File: src/rtl/hsf_pkg.sv
// ----------------------------------------------------------------------------
// hsf_pkg
// shared types, register codes and the seven-segment table for the hex
// switch filter and display block
// ----------------------------------------------------------------------------
package hsf_pkg;

  localparam int CFG_IDX_W  = 3;
  localparam int CFG_DATA_W = 32;

  // register indexes on the configuration channel
  localparam logic [CFG_IDX_W-1:0] REG_SAMPLE_INTERVAL  = 3'd0;
  localparam logic [CFG_IDX_W-1:0] REG_DIRECTION_SELECT = 3'd1;
  localparam logic [CFG_IDX_W-1:0] REG_LED_MODE         = 3'd2;
  localparam logic [CFG_IDX_W-1:0] REG_BRIGHTNESS       = 3'd3;
  localparam logic [CFG_IDX_W-1:0] REG_OFF_DELAY        = 3'd4;

  // display modes
  localparam logic [7:0] MODE_DARK = 8'h00;
  localparam logic [7:0] MODE_LIT  = 8'hFE;

  // reset values
  localparam logic [9:0]  RST_SAMPLE_INTERVAL  = 10'd10;
  localparam logic        RST_DIRECTION_SELECT = 1'b0;
  localparam logic [7:0]  RST_LED_MODE         = 8'hFF;
  localparam logic [7:0]  RST_BRIGHTNESS       = 8'hFF;
  localparam logic [31:0] RST_OFF_DELAY        = 32'd5000;
  localparam logic [7:0]  RST_LAST_SEEN        = 8'hFF;

  localparam logic [9:0]  SAMPLE_ELAPSED_MAX = 10'd1023;
  localparam logic [32:0] LIT_ELAPSED_MAX    = 33'h1_0000_0000;

  typedef struct packed {
    logic [9:0]  sample_interval;
    logic        direction_select;
    logic [7:0]  led_mode;
    logic [7:0]  brightness;
    logic [31:0] off_delay;
  } cfg_t;

  typedef struct packed {
    logic [3:0] position_value;
    logic [6:0] segment_mask;
    logic [7:0] segment_duty;
  } res_t;

  // segment A in bit 6 down to G in bit 0
  function automatic logic [6:0] seg_decode(input logic [3:0] v);
    logic [6:0] s;
    unique case (v)
      4'h0: s = 7'h7E;
      4'h1: s = 7'h30;
      4'h2: s = 7'h6D;
      4'h3: s = 7'h79;
      4'h4: s = 7'h33;
      4'h5: s = 7'h5B;
      4'h6: s = 7'h5F;
      4'h7: s = 7'h70;
      4'h8: s = 7'h7F;
      4'h9: s = 7'h7B;
      4'hA: s = 7'h77;
      4'hB: s = 7'h1F;
      4'hC: s = 7'h4E;
      4'hD: s = 7'h3D;
      4'hE: s = 7'h4F;
      4'hF: s = 7'h47;
      default: s = 7'h00;
    endcase
    return s;
  endfunction

endpackage

File: src/rtl/hsf_ifs.sv
// ----------------------------------------------------------------------------
// hsf channel interfaces
// switch tick input, display result output and register write channels
// ----------------------------------------------------------------------------
interface hsf_in_if;
  logic       valid;
  logic       ready;
  logic [3:0] switch_pins;
  modport source (output valid, output switch_pins, input ready);
  modport sink   (input valid, input switch_pins, output ready);
endinterface

interface hsf_out_if;
  logic       valid;
  logic       ready;
  logic [3:0] position_value;
  logic [6:0] segment_mask;
  logic [7:0] segment_duty;
  modport source (output valid, output position_value, output segment_mask,
                  output segment_duty, input ready);
  modport sink   (input valid, input position_value, input segment_mask,
                  input segment_duty, output ready);
endinterface

interface hsf_cfg_if;
  logic                             valid;
  logic                             ready;
  logic [hsf_pkg::CFG_IDX_W-1:0]  index;
  logic [hsf_pkg::CFG_DATA_W-1:0] data;
  modport source (output valid, output index, output data, input ready);
  modport sink   (input valid, input index, input data, output ready);
endinterface

File: src/rtl/hsf_sampler.sv
// ----------------------------------------------------------------------------
// hsf_sampler
// interval sampling and window agreement filter; the window is tracked as
// the last written sample and how many trailing writes matched it
// ----------------------------------------------------------------------------
module hsf_sampler #(
  parameter int WINDOW_DEPTH = 8
) (
  input  logic       clk,
  input  logic       rst,
  input  logic       step,
  input  logic [3:0] switch_pins,
  input  logic [9:0] sample_interval,
  output logic [3:0] stable_next
);
  import hsf_pkg::*;

  localparam int RUN_W = $clog2(WINDOW_DEPTH + 1);
  localparam logic [RUN_W-1:0] RUN_FULL = RUN_W'(WINDOW_DEPTH);
  localparam logic [RUN_W-1:0] RUN_ONE  = RUN_W'(1);

  logic             primed;
  logic [9:0]       sample_elapsed;
  logic [RUN_W-1:0] run;
  logic [3:0]       last_pos;
  logic [3:0]       stable_position;

  logic [9:0]       sample_elapsed_next;
  logic [9:0]       elapsed_inc;
  logic [RUN_W-1:0] run_next;
  logic [3:0]       last_pos_next;
  logic [3:0]       pos;

  assign pos = ~switch_pins;

  always_comb begin
    elapsed_inc         = (sample_elapsed == SAMPLE_ELAPSED_MAX) ? sample_elapsed
                                                                 : sample_elapsed + 10'd1;
    sample_elapsed_next = sample_elapsed;
    run_next            = run;
    last_pos_next       = last_pos;
    if (!primed) begin
      // first tick fills the whole window
      sample_elapsed_next = '0;
      run_next            = RUN_FULL;
      last_pos_next       = pos;
    end else if (elapsed_inc >= sample_interval) begin
      sample_elapsed_next = '0;
      last_pos_next       = pos;
      if (pos != last_pos) begin
        run_next = RUN_ONE;
      end else if (run != RUN_FULL) begin
        run_next = run + RUN_ONE;
      end
    end else begin
      sample_elapsed_next = elapsed_inc;
    end
    stable_next = (run_next == RUN_FULL) ? last_pos_next : stable_position;
  end

  always_ff @(posedge clk) begin
    if (rst) begin
      primed          <= 1'b0;
      sample_elapsed  <= '0;
      run             <= '0;
      last_pos        <= '0;
      stable_position <= '0;
    end else if (step) begin
      primed          <= 1'b1;
      sample_elapsed  <= sample_elapsed_next;
      run             <= run_next;
      last_pos        <= last_pos_next;
      stable_position <= stable_next;
    end
  end

endmodule

File: src/rtl/hsf_display.sv
// ----------------------------------------------------------------------------
// hsf_display
// direction mapping, change detection, lit timeout and segment decode
// ----------------------------------------------------------------------------
module hsf_display (
  input  logic          clk,
  input  logic          rst,
  input  logic          step,
  input  logic [3:0]    stable_pos,
  input  hsf_pkg::cfg_t cfg,
  output hsf_pkg::res_t res
);
  import hsf_pkg::*;

  logic [7:0]  last_value_seen;
  logic [7:0]  last_mode_seen;
  logic [7:0]  last_brightness_seen;
  logic        lit_flag;
  logic [32:0] lit_elapsed;

  logic        lit_flag_next;
  logic [32:0] lit_elapsed_next;
  logic [3:0]  shown;
  logic        changed;
  logic        lit;

  always_comb begin
    shown   = cfg.direction_select ? stable_pos : 4'd0 - stable_pos;
    changed = (last_value_seen != {4'd0, shown}) ||
              (last_mode_seen != cfg.led_mode) ||
              (last_brightness_seen != cfg.brightness);
    lit_flag_next    = lit_flag;
    lit_elapsed_next = lit_elapsed;
    priority if (cfg.led_mode == MODE_DARK) begin
      lit_flag_next = 1'b0;
      lit           = 1'b0;
    end else if (cfg.led_mode == MODE_LIT) begin
      lit_flag_next = 1'b0;
      lit           = 1'b1;
    end else begin
      if (changed) begin
        lit_flag_next    = 1'b1;
        lit_elapsed_next = '0;
      end else if (lit_flag) begin
        if (lit_elapsed != LIT_ELAPSED_MAX) begin
          lit_elapsed_next = lit_elapsed + 33'd1;
        end
        if (lit_elapsed_next > {1'b0, cfg.off_delay}) begin
          lit_flag_next = 1'b0;
        end
      end
      lit = lit_flag_next;
    end
    res.position_value = shown;
    res.segment_mask   = lit ? seg_decode(shown) : 7'd0;
    res.segment_duty   = lit ? cfg.brightness : 8'd0;
  end

  always_ff @(posedge clk) begin
    if (rst) begin
      last_value_seen      <= RST_LAST_SEEN;
      last_mode_seen       <= RST_LAST_SEEN;
      last_brightness_seen <= RST_LAST_SEEN;
      lit_flag             <= 1'b0;
      lit_elapsed          <= '0;
    end else if (step) begin
      last_value_seen      <= {4'd0, shown};
      last_mode_seen       <= cfg.led_mode;
      last_brightness_seen <= cfg.brightness;
      lit_flag             <= lit_flag_next;
      lit_elapsed          <= lit_elapsed_next;
    end
  end

endmodule

File: src/rtl/hex_switch_filter_segment_display.sv
// path: a tick transfer loads the input stage, and its result is registered
//   in the result register once that register is free, then shows on disp_out
// throughput: one tick per cycle unless disp_out holds off; input stage and result
//   register form a two-stage pipe; a waiting result still lets one tick in
// reset: synchronous active-high rst clears both stages, filter and display
//   state and loads the register defaults; cfg writes are taken every cycle
// ----------------------------------------------------------------------------
// hex_switch_filter_segment_display
// debounces a 16-position active-low hex switch over a sample window and
// drives a seven-segment digit with brightness and an off timeout
// ----------------------------------------------------------------------------
module hex_switch_filter_segment_display #(
  parameter int WINDOW_DEPTH = 8
) (
  input  logic       clk,
  input  logic       rst,
  hsf_in_if.sink     sw_in,
  hsf_out_if.source  disp_out,
  hsf_cfg_if.sink    cfg
);
  import hsf_pkg::*;

  // configuration registers
  cfg_t cfg_regs;

  // input stage: the raw pins of one tick
  logic       s1_valid;
  logic [3:0] s1_pins;

  // result register
  logic res_valid;
  res_t res;
  res_t res_next;

  logic       advance;   // result register can take a new value
  logic       step;      // stage 1 tick is processed and state commits
  logic [3:0] stable_next;

  // register writes never stall
  assign cfg.ready = 1'b1;

  always_ff @(posedge clk) begin
    if (rst) begin
      cfg_regs.sample_interval  <= RST_SAMPLE_INTERVAL;
      cfg_regs.direction_select <= RST_DIRECTION_SELECT;
      cfg_regs.led_mode         <= RST_LED_MODE;
      cfg_regs.brightness       <= RST_BRIGHTNESS;
      cfg_regs.off_delay        <= RST_OFF_DELAY;
    end else if (cfg.valid) begin
      // unknown indexes are dropped
      unique case (cfg.index)
        REG_SAMPLE_INTERVAL:  cfg_regs.sample_interval  <= cfg.data[9:0];
        REG_DIRECTION_SELECT: cfg_regs.direction_select <= cfg.data[0];
        REG_LED_MODE:         cfg_regs.led_mode         <= cfg.data[7:0];
        REG_BRIGHTNESS:       cfg_regs.brightness       <= cfg.data[7:0];
        REG_OFF_DELAY:        cfg_regs.off_delay        <= cfg.data;
        default: ;
      endcase
    end
  end

  // pipe control: result register frees up when empty or being taken
  assign advance      = !res_valid || disp_out.ready;
  assign step         = s1_valid && advance;
  assign sw_in.ready  = !s1_valid || advance;

  always_ff @(posedge clk) begin
    if (rst) begin
      s1_valid <= 1'b0;
    end else if (sw_in.valid && sw_in.ready) begin
      s1_valid <= 1'b1;
    end else if (step) begin
      s1_valid <= 1'b0;
    end
  end

  // payload needs no reset
  always_ff @(posedge clk) begin
    if (sw_in.valid && sw_in.ready) begin
      s1_pins <= sw_in.switch_pins;
    end
  end

  // window filter, state advances only when a tick moves into the result
  hsf_sampler #(
    .WINDOW_DEPTH (WINDOW_DEPTH)
  ) u_sampler (
    .clk             (clk),
    .rst             (rst),
    .step            (step),
    .switch_pins     (s1_pins),
    .sample_interval (cfg_regs.sample_interval),
    .stable_next     (stable_next)
  );

  // direction, change detect, timeout and digit decode
  hsf_display u_display (
    .clk        (clk),
    .rst        (rst),
    .step       (step),
    .stable_pos (stable_next),
    .cfg        (cfg_regs),
    .res        (res_next)
  );

  always_ff @(posedge clk) begin
    if (rst) begin
      res_valid <= 1'b0;
    end else if (advance) begin
      res_valid <= s1_valid;
    end
  end

  always_ff @(posedge clk) begin
    if (step) begin
      res <= res_next;
    end
  end

  assign disp_out.valid          = res_valid;
  assign disp_out.position_value = res.position_value;
  assign disp_out.segment_mask   = res.segment_mask;
  assign disp_out.segment_duty   = res.segment_duty;

endmodule

File: src/flat_wrapper.sv
// flat-port wrapper written by rule: the top's interface ports become plain ports
module hex_switch_filter_segment_display_flat import hsf_pkg::*;
#(
  parameter int WINDOW_DEPTH = 8
)
  (clk, rst, sw_in_valid, sw_in_switch_pins, sw_in_ready, disp_out_valid, disp_out_position_value, disp_out_segment_mask, disp_out_segment_duty, disp_out_ready, cfg_valid, cfg_index, cfg_data, cfg_ready);
  hsf_in_if sw_in_i ();
  hsf_out_if disp_out_i ();
  hsf_cfg_if cfg_i ();
  input  logic clk;
  input  logic rst;
  input wire logic [$bits(sw_in_i.valid)-1:0] sw_in_valid;
  input wire logic [$bits(sw_in_i.switch_pins)-1:0] sw_in_switch_pins;
  output wire logic [$bits(sw_in_i.ready)-1:0] sw_in_ready;
  output wire logic [$bits(disp_out_i.valid)-1:0] disp_out_valid;
  output wire logic [$bits(disp_out_i.position_value)-1:0] disp_out_position_value;
  output wire logic [$bits(disp_out_i.segment_mask)-1:0] disp_out_segment_mask;
  output wire logic [$bits(disp_out_i.segment_duty)-1:0] disp_out_segment_duty;
  input wire logic [$bits(disp_out_i.ready)-1:0] disp_out_ready;
  input wire logic [$bits(cfg_i.valid)-1:0] cfg_valid;
  input wire logic [$bits(cfg_i.index)-1:0] cfg_index;
  input wire logic [$bits(cfg_i.data)-1:0] cfg_data;
  output wire logic [$bits(cfg_i.ready)-1:0] cfg_ready;
  assign sw_in_i.valid = sw_in_valid;
  assign sw_in_i.switch_pins = sw_in_switch_pins;
  assign sw_in_ready = sw_in_i.ready;
  assign disp_out_valid = disp_out_i.valid;
  assign disp_out_position_value = disp_out_i.position_value;
  assign disp_out_segment_mask = disp_out_i.segment_mask;
  assign disp_out_segment_duty = disp_out_i.segment_duty;
  assign disp_out_i.ready = disp_out_ready;
  assign cfg_i.valid = cfg_valid;
  assign cfg_i.index = cfg_index;
  assign cfg_i.data = cfg_data;
  assign cfg_ready = cfg_i.ready;
  hex_switch_filter_segment_display #(.WINDOW_DEPTH(WINDOW_DEPTH)) u_core (.clk(clk), .rst(rst), .sw_in(sw_in_i), .disp_out(disp_out_i), .cfg(cfg_i));
endmodule
File: config.mk
export PLATFORM = sky130hd
export DESIGN_NAME = hex_switch_filter_segment_display_flat
export DESIGN_NICKNAME = d
export VERILOG_FILES = /design/src/rtl/hsf_pkg.sv /design/src/rtl/hsf_ifs.sv /design/src/rtl/hsf_sampler.sv /design/src/rtl/hsf_display.sv /design/src/rtl/hex_switch_filter_segment_display.sv /design/src/flat_wrapper.sv
export SDC_FILE = /design/constraint.sdc
export NUM_CORES = 1
export LEC_CHECK = 0
export BUFFER_PORTS_ARGS = -buffer_cell sky130_fd_sc_hd__buf_2
export CAP_MARGIN = 5
export CORE_MARGIN = 2
export CORE_UTILIZATION = 35
export DETAILED_ROUTE_END_ITERATION = 10
export HOLD_SLACK_MARGIN = 0.12
export SLEW_MARGIN = 20
export SYNTH_ARGS = -nofsm -noshare
export SYNTH_HDL_FRONTEND = slang
export SYNTH_SLANG_ARGS = --single-unit
File: constraint.sdc
create_clock -name clk -period 8.4 [get_ports clk]
set_input_delay 0.42 -clock clk [delete_from_list [all_inputs] [get_ports clk]]
set_output_delay 0.42 -clock clk [all_outputs]
set_load 0.03 [all_outputs]
## Word-level counts from Yosys, hierarchy flattened

Memories as Yosys holds them, arrays and structs flattened. A register that Yosys moved wholly into a read port is not among the register bits.
Index checks and enable logic that the tools add are counted.

- $add $sub $neg: 4
- Magnitude comparators: 2
- Equality and inequality tests: 13
- Muxes and demuxes: 27
- Bitwise gates (word level): 3
- Reduce and logical (&&, ||, !) cells: 19

Operators with widths:

| operator | count |
|---|---|
| $mux W33 | 7 |
| $add A33 B1 Y33 const B | 1 |
| $gt A33 B32 Y1 | 1 |
| $ne A33 B33 Y1 const B | 1 |
| $mux W4 | 8 |
| $mux W10 | 3 |
| $ne A8 B8 Y1 | 2 |
| $add A10 B1 Y10 const B | 1 |
| $eq A10 B10 Y1 const B | 1 |
| $ge A10 B10 Y1 | 1 |
| $reduce_and A2 Y1 | 5 |
| $mux W1 | 9 |
| $eq A8 B8 Y1 const B | 1 |
| $logic_not A8 Y1 | 1 |
| $ne A8 B4 Y1 | 1 |
| $eq A3 B2 Y1 const B | 2 |
| $add A4 B1 Y4 const B | 1 |
| $eq A4 B4 Y1 const B | 1 |
| $logic_or A1 B1 Y1 | 4 |
| $ne A4 B4 Y1 | 1 |
| $ne A4 B4 Y1 const B | 1 |
| $not A4 Y4 | 1 |
| $reduce_and A4 Y1 | 1 |
| $reduce_bool A2 Y1 | 2 |
| other kinds (7) | 11 |

- Flip-flop bits (word level): 158
- Bits in read-only memories: 112
- Bits of input ports: 44
- Output and inout bits: 22
- Memories: 1

Memory list:

| name | depth | width | read ports | clocked after Yosys merged registers in | write ports | RTL line | text |
|---|---|---|---|---|---|---|---|
| (name not given) | 16 | 7 | 1 | 1 | 0 | hsf_pkg.sv:50 | `unique case (v)` |

## Logic depth before layout (Yosys ltp)

- Word-level depth: 22
- Gate-level depth with buffers: 25
- Gate-level depth less buffers: 24

## Cells and area by module

Synthesis repeated with hierarchy kept, for this count alone.

- Cells, all modules: 1141
- Area, all modules: 9979.6 sq um

Modules (own cells, without submodules):

| module | times used | cells each | area each (sq um) | seq. area each (sq um) |
|---|---|---|---|---|
| hsf_display | 1 | 646 | 4974.8 | 1101.1 |
| hex_switch_filter_segment_display | 1 | 277 | 3250.6 | 1911.8 |
| hsf_sampler | 1 | 218 | 1754.2 | 460.4 |

## Worst setup path before layout

OpenSTA, ideal clock, no wires.

- Path kind: reg-to-reg
- Start: register u_core.u_sampler.sample_elapsed[3]
- End: register u_core.res (netlist bit u_core.disp_out.segment_duty[5]) (data pin)
- Arrival: 5353 ps
- Data required time: 8145 ps
- Setup slack: 2793 ps
- Stages on the path, launching flop included: 24
- Buffers on the path: 1
- Cells stage by stage: dfxtp_1 > and3_1 > and3_1 > and3_1 > nand3_1 > and4_1 > and3_1 > xor2_1 > ha_1 > and4_1 > o211a_2 > o21ai_2 > o221ai_2 > nand3_4 > mux2_2 > inv_1 > ha_1 > xnor2_1 > nor2_1 > nor3_1 > o2111ai_1 > o41a_1 > buf_2 > and2_1

RTL lines:

| what | RTL line | text |
|---|---|---|
| start, declared | hsf_sampler.sv:23 | `logic [9:0] sample_elapsed;` |
| start signal, assigned | hsf_sampler.sv:70 | `sample_elapsed <= sample_elapsed_next;` |
| end signal, assigned | hex_switch_filter_segment_display.sv:116 | `res <= res_next;` |
| end, declared | hex_switch_filter_segment_display.sv:32 | `res_t res;` |

==> flow_summary.json <==
{
  "min_path_cells": 1,
  "viasPerCell": 5.12,
  "crit_chain": "and3_1 > and3_1 > and3_1 > nand3_1 > and4_1 > and3_1 > xor2_1 > ha_1 > and4_1 > o211ai_1 > nand3_1 > mux2i_1 > mux2_2 > inv_1 > ha_1 > xnor2_1 > nor2_1 > nor3_1 > o2111ai_1 > a2111oi_4 > a21o_1 > a22o_1",
  "dieArea_um2": 27300,
  "synth_area_um2": 9110,
  "syn_inst": 1108,
  "synthFlopType": "dfxtp_1",
  "worstHoldStart": "sw_in_switch_pins[0]",
  "die_h_um": 165,
  "numCtsBuffers": 17,
  "cpMaxStageDelayCell": "a2111oi_4",
  "synthAdderAreaFrac_pct": 7.55,
  "ff_latch_area_um2": 3470,
  "avgSynthCellArea_um2": 8.22,
  "timing.slew.headroom_pct": 32.5,
  "cts_setup_buffers": 0,
  "antenna_left": 0,
  "cellLeakagePower_nw": 4.15,
  "run_status": "completed",
  "tritoncts": "yes",
  "final_common_cell": "nand2_1",
  "post_cts_resized": 0,
  "nets": 1242,
  "grt_pass1_wl_mm": 36.7,
  "r2r_cells": 22,
  "crit_path_max_incr_delay_ns": 0.73,
  "ctsHoldBuffers": 0,
  "drv_slew": 0,
  "crit_arrival_ns": 7.24,
  "cts_buffer_depth": 2,
  "critPathKind": "flip-flop to flip-flop",
  "clock_skew_ns": 0.0172,
  "power.density_nw_per_um2": 178,
  "clock.fmax_mhz": 146,
  "worst-slew-pin-transition_ns": 1.01,
  "post-route-drc-count": 0,
  "drt_iter0_drc": 400,
  "layout-drive-gt1-share_pct": 11.4,
  "synth_edf_count": 23,
  "yosys.area_share.simple_pct": 25.7,
  "layout_common_cells": "206 x nand2_1, 139 x dfxtp_1, 88 x nor2_1",
  "synthArstFlopShare_pct": 0,
  "total_power_mw": 1.83,
  "ff2ff_setup_slack_ns": 1.53,
  "start_util_pct": 35.3,
  "synthesis.nets": 1207,
  "routed_wl_mm": 22.3,
  "crit_path_frequent_cell": "and3_1",
  "worstSkewPairLatency_ns": 0.43,
  "grt_max_degree": 60,
  "place_ws_ns": 1.57,
  "syn_to_final_growth_pct": 12.8,
  "rows": 59,
  "synth_xor_area_share_pct": 5.96,
  "ys.warnings.count": 0,
  "ir_drop_uv": 126,
  "worst_slack_ns": 1.53,
  "cts_num_sinks": 162,
  "ys_seq_area_share_pct": 38.1,
  "core_um2": 25800,
  "cap_violations": 0,
  "reg2reg_to": "u_core.u_display.lit_elapsed[2]",
  "r2r_start": "u_core.u_sampler.sample_elapsed[3]",
  "cpLargestDelayFamily": "simple AND/OR/NAND/NOR gates",
  "gp_congestion": 0.864,
  "synth_top_family_by_area": "simple AND/OR/NAND/NOR gates",
  "cts_root_buffer": "clkbuf_16",
  "setup_violations": 0,
  "timing.critical_path.required_ns": 8.77,
  "drt-pass1-iter-count": 5,
  "synth_seq_cells": 162,
  "hpwl_mm": 16.0,
  "wl_per_cell_um": 15.0,
  "holdCritPathClass": "primary input to flip-flop",
  "grt_overflow": 0,
  "route.vias.total": 7649,
  "fin_crit_ns": 6.87,
  "pin_count": 66,
  "cp-end-kind": "flip-flop",
  "fillCellCount": 2661,
  "rsz0062_at_grt": "false",
  "first_global_vias": 7235,
  "fin_crit_sh_pct": 81.8,
  "worstHoldEndpoint": "u_core.s1_pins[0]",
  "htreeDepth": 4,
  "port_buffers": 64,
  "antenna_found_initial": 2,
  "tns_ns": 0,
  "synthMuxAreaShare_pct": 2.07,
  "multi_input_area_um2": 5190,
  "die_w_um": 165,
  "synthDistinctLibCells": 69,
  "hold_viol_final": 0,
  "synth_compound_area_share_pct": 15.5,
  "cp_num_buf_inv": 1,
  "grt_usage_pct": 17.0,
  "startpoint_type": "flip-flop",
  "path_clk_slew_ns": 0.07,
  "cp_max_fo": 14
}
## registers in the layout (all words and copies together), names as in the netlist
name,cells
u_core.u_sampler.last_pos,4
u_core.s1_valid,1
u_core.cfg_regs,59
u_core.u_sampler.run,4
u_core.u_sampler.stable_position,4
u_core.disp_out.position_value,4
u_core.disp_out.valid,1
u_core.u_sampler.primed,1
u_core.u_display.lit_elapsed,33
u_core.u_display.last_value_seen,5
u_core.u_display.lit_flag,1
u_core.s1_pins,4
u_core.u_display.last_mode_seen,8
u_core.disp_out.segment_mask,7
u_core.u_display.last_brightness_seen,8
u_core.disp_out.segment_duty,8
u_core.u_sampler.sample_elapsed,10
## cells in the mapped netlist, drive strengths merged, types with 7 or more instances
cell type	instances	area [um^2]
a211oi	9	67.6
a21o	12	90.1
a21oi	73	365
a22o	10	87.6
a22oi	10	75.1
a31oi	10	62.6
and2	17	109
and3	16	100
buf	10	52.5
clkbuf	45	171
dfxtp	139	2780
edfxtp	23	691
ha	55	688
inv	61	229
mux2i	14	140
nand2	207	780
nand2b	8	50.1
nand3	39	208
nand3b	40	300
nand4	20	125
nor2	88	330
nor3	15	75.1
nor4	11	83.8
o211ai	7	52.6
o21ai	34	174
xnor2	38	333
xor2	24	210
## where the power goes
group | leakage [nW] | internal [mW] | switching (mW) | total, mW
combinational | 2.54 | 0.0870 | 0.146 | 0.233
clock | 0.285 | 0.413 | 0.349 | 0.762
sequential | 1.33 | 0.818 | 0.0205 | 0.838
## through the flow
stage | hold slack (ns) | cell area (um^2) | cells | utilization (%)
CTS | 0.135 | 10300 | 1491 | 39.8
global route | 0.135 | 10300 | 1493 | 39.8
finish | 0.155 | 10300 | 1493 | 39.8
floorplan | 0.428 | 9110 | 1108 | -
detailed placement | 0.444 | 9690 | 1459 | 37.5
global placement | 0.439 | 9690 | 1459 | 37.5
## how the worst max path moves through the flow
stage,start,end,slack (ns),cells past startpoint
6_report,u_core.u_sampler.sample_elapsed[3],u_core.u_display.lit_elapsed[2],1.53,22
5_1_grt,u_core.u_sampler.sample_elapsed[3],u_core.u_display.lit_elapsed[2],0.94,22
4_1_cts,u_core.u_sampler.sample_elapsed[3],u_core.u_display.lit_elapsed[6],1.54,22
3_5_place_dp,u_core.u_sampler.sample_elapsed[3],u_core.u_display.lit_elapsed[6],1.57,22
3_3_place_gp,u_core.u_sampler.sample_elapsed[3],u_core.u_display.lit_elapsed[30],1.79,22
2_1_floorplan,u_core.u_sampler.sample_elapsed[3],u_core.disp_out.segment_duty[5],2.79,23
## metal layers
metal	up-vias	global-route usage (%)	share of wire (%)
met5	-	0	0
met4	0	6.50	2.4
met3	32	2.62	3.8
met2	138	28.7	47
met1	3568	21.8	47
li1	3911	-	-
## kinds of logic after synthesis
group | after synthesis
xor+xnor | 62
fa+ha+maj | 55
compound gates | 207
flops | 162
buf+inv | 117
simple gates | 486
other cells | 1
mux | 18
## final cells by class
type                    instances  share of cell area [%]
clock inverters                13                    1.12
repair buffers                 71                    3.65
flip-flops and latches        162                    33.8
multi-input cells             829                    50.5
clock buffers                  19                    4.52
inverters                      62                    2.26
well taps                     335                    4.08
diodes                          2                  0.0487
## worst reg2reg max path, delay by kind of cell (launching register included)
kind | cells | cell delay (ns)
XOR/XNOR | 2 | 0.29
flip-flops | 1 | 0.42
AO/OA/AOI/OAI | 5 | 2.22
AND/OR/NAND/NOR | 10 | 2.36
adder cells (fa/ha/maj) | 2 | 0.61
multiplexers | 2 | 0.75
buffers and inverters | 1 | 0.14
No activity file was read; power rests on OpenSTA's default activity.
